### config.mk
export PLATFORM = sky130hd
export DESIGN_NAME = stx_etx_frame_receiver_lrc_top
export DESIGN_NICKNAME = d
export VERILOG_FILES = /design/src/rtl/stxr_pkg.sv /design/src/rtl/stx_etx_frame_receiver_lrc_top.sv /design/src/rtl/stxr_frame_fsm.sv /design/src/rtl/stxr_out_buf.sv
export VERILOG_INCLUDE_DIRS = /design/src /design/src/rtl
export SDC_FILE = /design/constraint.sdc
export NUM_CORES = 1
export LEC_CHECK = 0
export BUFFER_PORTS_ARGS = -buffer_cell sky130_fd_sc_hd__clkbuf_2
export CAP_MARGIN = 10
export CORE_MARGIN = 5
export CORE_UTILIZATION = 57
export CTS_BUF_LIST = sky130_fd_sc_hd__clkbuf_8
export DETAILED_ROUTE_END_ITERATION = 16
export PLACE_DENSITY_LB_ADDON = 0.08
export SLEW_MARGIN = 20
export SYNTH_ARGS = -nofsm -noshare
export SYNTH_HDL_FRONTEND = slang
export SYNTH_SLANG_ARGS = --single-unit
### constraint.sdc
create_clock -name clk -period 12.1 [get_ports clk]
set_clock_uncertainty 0.1 [all_clocks]
set_input_delay 2.42 -clock clk [delete_from_list [all_inputs] [get_ports clk]]
set_output_delay 2.42 -clock clk [all_outputs]
set_load 0.01 [all_outputs]
### src/rtl/stx_etx_frame_receiver_lrc_top_defines.svh
// ----------------------------------------------------------------------------
// STX/ETX frame receiver assertion macros
// Concurrent assertion wrappers, compiled out with ASSERT_OFF.
// ----------------------------------------------------------------------------
`ifndef STX_ETX_FRAME_RECEIVER_LRC_TOP_DEFINES_SVH
`define STX_ETX_FRAME_RECEIVER_LRC_TOP_DEFINES_SVH

`ifndef ASSERT_OFF
// same-cycle implication, checked outside reset
`define STXR_ASSERT_IMPLY(label, clk, rst, ante, cons) \
  label: assert property (@(posedge clk) disable iff (rst) (ante) |-> (cons)) \
    else $error("stxr assertion failed");
// next-cycle implication, checked outside reset
`define STXR_ASSERT_NEXT(label, clk, rst, ante, cons) \
  label: assert property (@(posedge clk) disable iff (rst) (ante) |=> (cons)) \
    else $error("stxr assertion failed");
`else
`define STXR_ASSERT_IMPLY(label, clk, rst, ante, cons)
`define STXR_ASSERT_NEXT(label, clk, rst, ante, cons)
`endif

`endif

### src/rtl/stxr_pkg.sv
// ----------------------------------------------------------------------------
// STX/ETX frame receiver package
// Framing constants, phase and status codes, config and result types.
// ----------------------------------------------------------------------------
package stxr_pkg;

  // framing bytes
  localparam logic [7:0] STX_BYTE = 8'h02;
  localparam logic [7:0] ETX_BYTE = 8'h03;

  // result kinds
  localparam logic KIND_BODY   = 1'b0;
  localparam logic KIND_STATUS = 1'b1;

  // minimum overhead of a frame: stx, two length bytes, etx, lrc
  localparam logic [16:0] FRAME_OVERHEAD = 17'd5;

  // configuration register indexes
  typedef enum logic [1:0] {
    CFG_LENGTH_MODE = 2'd0,
    CFG_BIG_ENDIAN  = 2'd1,
    CFG_MAX_FRAME   = 2'd2
  } cfg_index_t;

  // receive phases
  typedef enum logic [2:0] {
    PH_HUNT = 3'd0,
    PH_LEN1 = 3'd1,
    PH_LEN2 = 3'd2,
    PH_BODY = 3'd3,
    PH_ETX  = 3'd4,
    PH_LRC  = 3'd5
  } phase_t;

  // end-of-frame status codes
  typedef enum logic [1:0] {
    ST_OK       = 2'd0,
    ST_LRC_ERR  = 2'd1,
    ST_BAD_ETX  = 2'd2,
    ST_TOO_LONG = 2'd3
  } status_t;

  typedef struct packed {
    logic        length_mode;
    logic        length_big_endian;
    logic [16:0] max_frame_bytes;
  } cfg_t;

  typedef struct packed {
    logic        kind;
    logic [7:0]  data_byte;
    logic [15:0] byte_index;
    logic [1:0]  status;
    logic [15:0] cmd_word;
    logic [7:0]  sequence_number;
    logic [15:0] body_length;
  } result_t;

  // one bcd digit pair, invalid nibbles taken at face value (max 165)
  function automatic logic [7:0] bcd_value(input logic [7:0] b);
    bcd_value = {4'b0000, b[7:4]} * 8'd10 + {4'b0000, b[3:0]};
  endfunction

endpackage

### src/rtl/stx_etx_frame_receiver_lrc_top.sv
// ----------------------------------------------------------------------------
// STX/ETX frame receiver with XOR LRC
// Hunts for STX, decodes the length, passes body bytes and reports status.
// ----------------------------------------------------------------------------
//  channel   handshake              payload
//  in        in_valid / in_ready    rx_byte
//  out       out_valid / out_ready  kind, data_byte, byte_index, status,
//                                   cmd_word, sequence_number, body_length
//  cfg       cfg_valid / cfg_ready  cfg_index, cfg_data (always ready)
//
// One byte per cycle while in_ready is high; with the output not stalled, a
// byte's result appears in the output register on the cycle after the byte is
// taken. The frame state is registered and updates with each byte taken.
// Synchronous reset returns to hunting with default configuration.
// A stalled output holds one result plus one skid entry; in_ready drops only
// when both are full.
`include "stx_etx_frame_receiver_lrc_top_defines.svh"

module stx_etx_frame_receiver_lrc_top (
  input  logic        clk,
  input  logic        rst,
  input  logic        in_valid,
  output logic        in_ready,
  input  logic [7:0]  rx_byte,
  output logic        out_valid,
  input  logic        out_ready,
  output logic        kind,
  output logic [7:0]  data_byte,
  output logic [15:0] byte_index,
  output logic [1:0]  status,
  output logic [15:0] cmd_word,
  output logic [7:0]  sequence_number,
  output logic [15:0] body_length,
  input  logic        cfg_valid,
  output logic        cfg_ready,
  input  logic [1:0]  cfg_index,
  input  logic [16:0] cfg_data
);

  stxr_pkg::cfg_t    cfg;
  stxr_pkg::result_t res;
  stxr_pkg::result_t out_data;
  logic              res_valid;
  logic              byte_valid;
  logic              space;
  logic              out_body;
  logic              out_status;

  assign cfg_ready  = 1'b1;
  assign in_ready   = space;
  assign byte_valid = in_valid && in_ready;

  // configuration registers
  always_ff @(posedge clk) begin
    if (rst) begin
      cfg.length_mode       <= 1'b0;
      cfg.length_big_endian <= 1'b1;
      cfg.max_frame_bytes   <= 17'd1024;
    end else if (cfg_valid && cfg_ready) begin
      unique case (cfg_index)
        stxr_pkg::CFG_LENGTH_MODE: cfg.length_mode       <= cfg_data[0];
        stxr_pkg::CFG_BIG_ENDIAN:  cfg.length_big_endian <= cfg_data[0];
        stxr_pkg::CFG_MAX_FRAME:   cfg.max_frame_bytes   <= cfg_data;
        default: begin
          cfg.length_mode <= cfg.length_mode;
        end
      endcase
    end
  end

  stxr_frame_fsm u_fsm (
    .clk        (clk),
    .rst        (rst),
    .cfg        (cfg),
    .byte_valid (byte_valid),
    .rx_byte    (rx_byte),
    .res_valid  (res_valid),
    .res        (res)
  );

  stxr_out_buf u_out_buf (
    .clk       (clk),
    .rst       (rst),
    .push      (res_valid),
    .push_data (res),
    .space     (space),
    .out_valid (out_valid),
    .out_ready (out_ready),
    .out_data  (out_data)
  );

  // result fields
  assign kind            = out_data.kind;
  assign data_byte       = out_data.data_byte;
  assign byte_index      = out_data.byte_index;
  assign status          = out_data.status;
  assign cmd_word        = out_data.cmd_word;
  assign sequence_number = out_data.sequence_number;
  assign body_length     = out_data.body_length;

  // checks
  assign out_body   = out_valid && (kind == stxr_pkg::KIND_BODY);
  assign out_status = out_valid && (kind == stxr_pkg::KIND_STATUS);

  `STXR_ASSERT_IMPLY(a_full_has_output, clk, rst, !in_ready, out_valid)
  `STXR_ASSERT_NEXT(a_skid_holds, clk, rst, !in_ready && !out_ready, !in_ready)
  `STXR_ASSERT_IMPLY(a_body_no_status, clk, rst, out_body, status == stxr_pkg::ST_OK)
  `STXR_ASSERT_IMPLY(a_status_no_data, clk, rst, out_status, !(|{data_byte, byte_index}))

endmodule

### src/rtl/stxr_frame_fsm.sv
// ----------------------------------------------------------------------------
// STX/ETX frame receiver sequencer
// Phase register, length decode, body capture and lrc; one byte per cycle.
// ----------------------------------------------------------------------------
module stxr_frame_fsm (
  input  logic             clk,
  input  logic             rst,
  input  stxr_pkg::cfg_t   cfg,
  input  logic             byte_valid,
  input  logic [7:0]       rx_byte,
  output logic             res_valid,
  output stxr_pkg::result_t res
);

  stxr_pkg::phase_t phase, phase_next;
  logic [7:0]  length_first_byte, length_first_byte_next;
  logic [15:0] frame_length, frame_length_next;
  logic [15:0] body_count, body_count_next;
  logic [7:0]  lrc_accumulator, lrc_accumulator_next;
  logic [15:0] captured_command, captured_command_next;
  logic [7:0]  captured_sequence, captured_sequence_next;

  logic [15:0] len_bcd;
  logic [15:0] len_decoded;
  logic        too_long;
  logic        body_last;
  logic        is_stx;
  logic        is_etx;
  logic        res_hit;

  // length decode and frame checks
  assign len_bcd = 16'(stxr_pkg::bcd_value(length_first_byte)) * 16'd100
                 + 16'(stxr_pkg::bcd_value(rx_byte));

  always_comb begin
    if (!cfg.length_mode) begin
      len_decoded = len_bcd;
    end else if (cfg.length_big_endian) begin
      len_decoded = {length_first_byte, rx_byte};
    end else begin
      len_decoded = {rx_byte, length_first_byte};
    end
  end

  assign too_long  = ({1'b0, len_decoded} + stxr_pkg::FRAME_OVERHEAD) > cfg.max_frame_bytes;
  assign body_last = ({1'b0, body_count} + 17'd1) >= {1'b0, frame_length};
  assign is_stx    = (rx_byte == stxr_pkg::STX_BYTE);
  assign is_etx    = (rx_byte == stxr_pkg::ETX_BYTE);

  // next phase
  always_comb begin
    unique case (phase)
      stxr_pkg::PH_LEN1: phase_next = stxr_pkg::PH_LEN2;
      stxr_pkg::PH_LEN2: begin
        if (too_long) begin
          phase_next = stxr_pkg::PH_HUNT;
        end else if (len_decoded == 16'd0) begin
          phase_next = stxr_pkg::PH_ETX;
        end else begin
          phase_next = stxr_pkg::PH_BODY;
        end
      end
      stxr_pkg::PH_BODY: phase_next = body_last ? stxr_pkg::PH_ETX : stxr_pkg::PH_BODY;
      stxr_pkg::PH_ETX:  phase_next = is_etx ? stxr_pkg::PH_LRC : stxr_pkg::PH_HUNT;
      stxr_pkg::PH_LRC:  phase_next = stxr_pkg::PH_HUNT;
      default:           phase_next = is_stx ? stxr_pkg::PH_LEN1 : stxr_pkg::PH_HUNT;
    endcase
  end

  // frame state updates
  always_comb begin
    length_first_byte_next = length_first_byte;
    frame_length_next      = frame_length;
    body_count_next        = body_count;
    lrc_accumulator_next   = lrc_accumulator;
    captured_command_next  = captured_command;
    captured_sequence_next = captured_sequence;
    unique case (phase)
      stxr_pkg::PH_LEN1: begin
        length_first_byte_next = rx_byte;
        lrc_accumulator_next   = rx_byte;
      end
      stxr_pkg::PH_LEN2: begin
        lrc_accumulator_next = lrc_accumulator ^ rx_byte;
        frame_length_next    = len_decoded;
        body_count_next      = 16'd0;
      end
      stxr_pkg::PH_BODY: begin
        lrc_accumulator_next = lrc_accumulator ^ rx_byte;
        body_count_next      = body_count + 16'd1;
        if (body_count == 16'd0) begin
          captured_command_next = {rx_byte, captured_command[7:0]};
        end else if (body_count == 16'd1) begin
          captured_command_next = {captured_command[15:8], rx_byte};
        end else if (body_count == 16'd3) begin
          captured_sequence_next = rx_byte;
        end
      end
      stxr_pkg::PH_ETX: begin
        if (is_etx) begin
          lrc_accumulator_next = lrc_accumulator ^ rx_byte;
        end
      end
      stxr_pkg::PH_LRC: begin
        lrc_accumulator_next = lrc_accumulator;
      end
      default: begin
        if (is_stx) begin
          length_first_byte_next = 8'd0;
          frame_length_next      = 16'd0;
          body_count_next        = 16'd0;
          lrc_accumulator_next   = 8'd0;
          captured_command_next  = 16'd0;
          captured_sequence_next = 8'd0;
        end
      end
    endcase
  end

  // result for this byte, built from the updated frame state
  always_comb begin
    res_hit             = 1'b0;
    res.kind            = stxr_pkg::KIND_STATUS;
    res.data_byte       = 8'd0;
    res.byte_index      = 16'd0;
    res.status          = stxr_pkg::ST_OK;
    res.cmd_word        = captured_command_next;
    res.sequence_number = captured_sequence_next;
    res.body_length     = frame_length_next;
    unique case (phase)
      stxr_pkg::PH_LEN2: begin
        if (too_long) begin
          res_hit    = 1'b1;
          res.status = stxr_pkg::ST_TOO_LONG;
        end
      end
      stxr_pkg::PH_BODY: begin
        res_hit        = 1'b1;
        res.kind       = stxr_pkg::KIND_BODY;
        res.data_byte  = rx_byte;
        res.byte_index = body_count;
      end
      stxr_pkg::PH_ETX: begin
        if (!is_etx) begin
          res_hit    = 1'b1;
          res.status = stxr_pkg::ST_BAD_ETX;
        end
      end
      stxr_pkg::PH_LRC: begin
        res_hit    = 1'b1;
        res.status = (rx_byte == lrc_accumulator) ? stxr_pkg::ST_OK : stxr_pkg::ST_LRC_ERR;
      end
      default: begin
        res_hit = 1'b0;
      end
    endcase
  end

  assign res_valid = byte_valid && res_hit;

  // state registers
  always_ff @(posedge clk) begin
    if (rst) begin
      phase             <= stxr_pkg::PH_HUNT;
      length_first_byte <= 8'd0;
      frame_length      <= 16'd0;
      body_count        <= 16'd0;
      lrc_accumulator   <= 8'd0;
      captured_command  <= 16'd0;
      captured_sequence <= 8'd0;
    end else if (byte_valid) begin
      phase             <= phase_next;
      length_first_byte <= length_first_byte_next;
      frame_length      <= frame_length_next;
      body_count        <= body_count_next;
      lrc_accumulator   <= lrc_accumulator_next;
      captured_command  <= captured_command_next;
      captured_sequence <= captured_sequence_next;
    end
  end

endmodule

### src/rtl/stxr_out_buf.sv
// ----------------------------------------------------------------------------
// STX/ETX frame receiver output buffer
// Output register with one skid entry; input side stalls only when full.
// ----------------------------------------------------------------------------
module stxr_out_buf (
  input  logic              clk,
  input  logic              rst,
  input  logic              push,
  input  stxr_pkg::result_t push_data,
  output logic              space,
  output logic              out_valid,
  input  logic              out_ready,
  output stxr_pkg::result_t out_data
);

  logic              main_valid;
  stxr_pkg::result_t main_data;
  logic              skid_valid;
  stxr_pkg::result_t skid_data;
  logic              drain;

  assign drain     = !main_valid || out_ready;
  assign space     = !skid_valid;
  assign out_valid = main_valid;
  assign out_data  = main_data;

  // valid flags
  always_ff @(posedge clk) begin
    if (rst) begin
      main_valid <= 1'b0;
      skid_valid <= 1'b0;
    end else if (drain) begin
      main_valid <= skid_valid || push;
      skid_valid <= 1'b0;
    end else if (push) begin
      skid_valid <= 1'b1;
    end
  end

  // payload
  always_ff @(posedge clk) begin
    if (drain) begin
      if (skid_valid) begin
        main_data <= skid_data;
      end else if (push) begin
        main_data <= push_data;
      end
    end else if (push) begin
      skid_data <= push_data;
    end
  end

endmodule

==> flow_metrics.env <==
export IMPL_status="complete, no violations"
export IMPL_fin_tns_setup_ns=0
export IMPL_io_pins=102
export IMPL_yosys_warnings=0
export IMPL_diodes=0
export IMPL_drt_iter0_drc=761
export IMPL_htreeDepth=2
export IMPL_critPathBufInv=2
export IMPL_synthMuxAreaShare=0.06928
export IMPL_seq_area_frac_synth=0.4617
export IMPL_nFillCells=1872
export IMPL_finalCriticalPeriod_ns=8.609
export IMPL_grtUsageTotal=0.2226
export IMPL_p_leak_uw=0.006064
export IMPL_cp_start_kind="input pin"
export IMPL_port_buffers=100
export IMPL_post_drt_wl_per_cell_um=17.60
export IMPL_cpMostUsedCell="ha_1"
export IMPL_placed_cells=1576
export IMPL_critical_path_top_delay_family="adder cells"
export IMPL_yosys_top_cells_area="edfxtp_1, dfxtp_1, ha_1, mux2_2, nor2_1"
export IMPL_die_w_um=160.3
export IMPL_clock_latency_ns=0.53
export IMPL_vdd_drop_max_v=0.00007532
export IMPL_clock_path_buffers=3
export IMPL_synthAdderAreaFrac=0.09444
export IMPL_seq_area_um2=5946
export IMPL_crit_fanout=67
export IMPL_synth_top_area_cell="edfxtp_1"
export IMPL_cp_required_ns=12.15
export IMPL_syn_area_um2=12880
export IMPL_grt_max_degree=94
export IMPL_report_final_slew_viol_count=0
export IMPL_worst_pin_slew_ns=1.056
export IMPL_die_area_um2=25700
export IMPL_core_um2=22430
export IMPL_min_period_over_period=0.7115
export IMPL_hold_path_class="register to register"
export IMPL_multi_input_area_um2=6405
export IMPL_vias=9552
export IMPL_floorplan_initialDensity=0.5740
export IMPL_clk_pin_slew_ns=0.06
export IMPL_crit_type="input pin to register"
export IMPL_cts_sinks=230
export IMPL_cts_hold_fix_buffers=0
export IMPL_cts_root_buf="clkbuf_8"
export IMPL_synth_top_family_by_area="simple AND/OR/NAND/NOR gates"
export IMPL_slowest_stage="buf_4"
export IMPL_antenna_found_initial=0
export IMPL_power_density_nw_per_um2=121.8
export IMPL_via_per_inst=5.796
export IMPL_dpl_hpwl_mm=20.65
export IMPL_endpoint_kind="register"
export IMPL_grt_ovfl_total=0
export IMPL_rsz0062_at_grt="no"
export IMPL_grt_pass1_wl_mm=47.49
export IMPL_synth_edf_count=134
export IMPL_cts_tree="done"
export IMPL_synth_seq_cells=230
export IMPL_firstDrtPassIters=5
export IMPL_avgSynthCellArea_um2=10.28
export IMPL_synthXorXnorAreaFrac=0.04139
export IMPL_cts_inserted_buffers=39
export IMPL_synth_most_common_cell="edfxtp_1"
export IMPL_synth_compound_area_frac=0.1387
export IMPL_nNetsFinal=1458
export IMPL_arrival_ns=8.66
export IMPL_maxSlewHeadroom=0.2962
export IMPL_final_cells=1648
export IMPL_remaining_drc_errors=0
export IMPL_finalHoldViolCount=0
export IMPL_drt_wl_total_mm=29.00
export IMPL_synth_fp_nets=1378
export IMPL_cts_setup_buffers=0
export IMPL_grt_pass1_vias=9129
export IMPL_syn_inst=1253
export IMPL_ys_top_cells_by_count="edfxtp_1, nor2_1, nand2_1"
export IMPL_cts_resized=0
export IMPL_die_height_um=160.3
export IMPL_antenna_left=0
export IMPL_cap_violations=0
export IMPL_ys_async_sr_fraction=0
export IMPL_place_gp_congestion=0.8979
export IMPL_area_growth_pct=11.40
export IMPL_synthSimpleGateAreaFrac=0.1508
export IMPL_fmax_mhz=116.2
export IMPL_synth_flop_cell="edfxtp_1"
export IMPL_setup_viol=0
export IMPL_critPathMaxStageDelay_ns=0.67
export IMPL_final_layout_size_suffix_gt1_frac=0.2098
export IMPL_ys_types=84
export IMPL_yosysTopAreaCellShare=0.3125
export IMPL_row_count=55
==> worst paths after layout <==
check,startpoint,slack (ns),cells after the start,end
worst min-delay path,u_fsm.captured_command[9],0.36,2,u_fsm.captured_command[9]
worst max register to register,u_fsm.length_first_byte[7],3.99,28,u_out_buf.out_data[6]
worst min register to register,u_fsm.captured_command[9],0.36,2,u_fsm.captured_command[9]
worst max-delay path,rx_byte[7],3.49,25,u_out_buf.out_data[6]
==> power by group <==
group          leakage [µW]  switching (µW)  internal [µW]
clock network      0.000470             312            416
logic               0.00361             106           72.1
registers           0.00199            7.03            834
==> per-stage QoR <==
stage	utilization	cell area, µm²	power (µW)	worst slack [ns]	hold slack, ns
floorplan	-	12880	989.4	1.430	0.3363
global placement	0.6013	13490	1032	2.695	0.3417
detailed placement	0.6013	13490	1034	2.527	0.3470
CTS	0.6381	14320	1768	3.051	0.3556
global route	0.6394	14350	1824	3.058	0.3770
finish	0.6394	14350	1747	3.491	0.3552
==> cell families after synthesis <==
logic type               Yosys count
multiplexers                      79
AND/OR/NAND/NOR                  396
flip-flops                       230
AO/OA/AOI/OAI                    263
other                              1
XOR/XNOR                          60
adder cells (fa/ha/maj)           93
buffers and inverters            131
==> final cells by class <==
| cell class | count | share of cell area |
|---|---|---|
| well taps | 285 | 0.02486 |
| clock buffers | 43 | 0.04126 |
| repair buffers | 108 | 0.04047 |
| flip-flops and latches | 230 | 0.4145 |
| inverters | 62 | 0.01622 |
| multi-input cells | 892 | 0.4465 |
| clock inverters | 28 | 0.01622 |
==> flip-flops by register name (all words and copies together) (netlist names) <==
signal                   flops
u_fsm.captured_sequence      8
u_fsm.frame_length          16
u_fsm.captured_command      16
u_fsm.body_count            16
u_out_buf.out_valid          1
u_fsm.phase                  3
u_out_buf.skid_data         67
u_out_buf.out_data          67
u_fsm.length_first_byte      8
cfg                         19
u_out_buf.skid_valid         1
u_fsm.lrc_accumulator        8
==> layout by cell type, fill, tap and decap left out, types with 33 or more instances in the layout <==
master    Yosys  routed
xor2_1       33      33
clkbuf_8      0      43
nor2_1      126     124
ha_1         86      86
clkbuf_2      0      99
o21ai_0      49      49
a21oi_1      70      70
nand2_1     115     114
dfxtp_1      96      96
mux2_2       59      59
edfxtp_1    134     134
inv_1        60      73
==> worst min-delay path: cells and delay by family, from the launching register on <==
| kind | cells | cell delay (ns) |
|---|---|---|
| DFF | 1 | 0.31 |
| and+or+nand+nor | 1 | 0.05 |
| AOI/OAI and AO/OA | 1 | 0.05 |
==> layer usage <==
| metal | part of all wire | wire length, µm | GRT usage | up-vias |
|---|---|---|---|---|
| met3 | 0.050 | 1454 | 0.03516 | 44 |
| met4 | 0.021 | 600 | 0.05671 | 0 |
| met5 | 0 | 0 | 0 | - |
| met1 | 0.47 | 13610 | 0.3186 | 4583 |
| met2 | 0.46 | 13350 | 0.3572 | 239 |
| li1 | - | - | - | 4686 |
No activity file was read; power rests on OpenSTA's default activity.
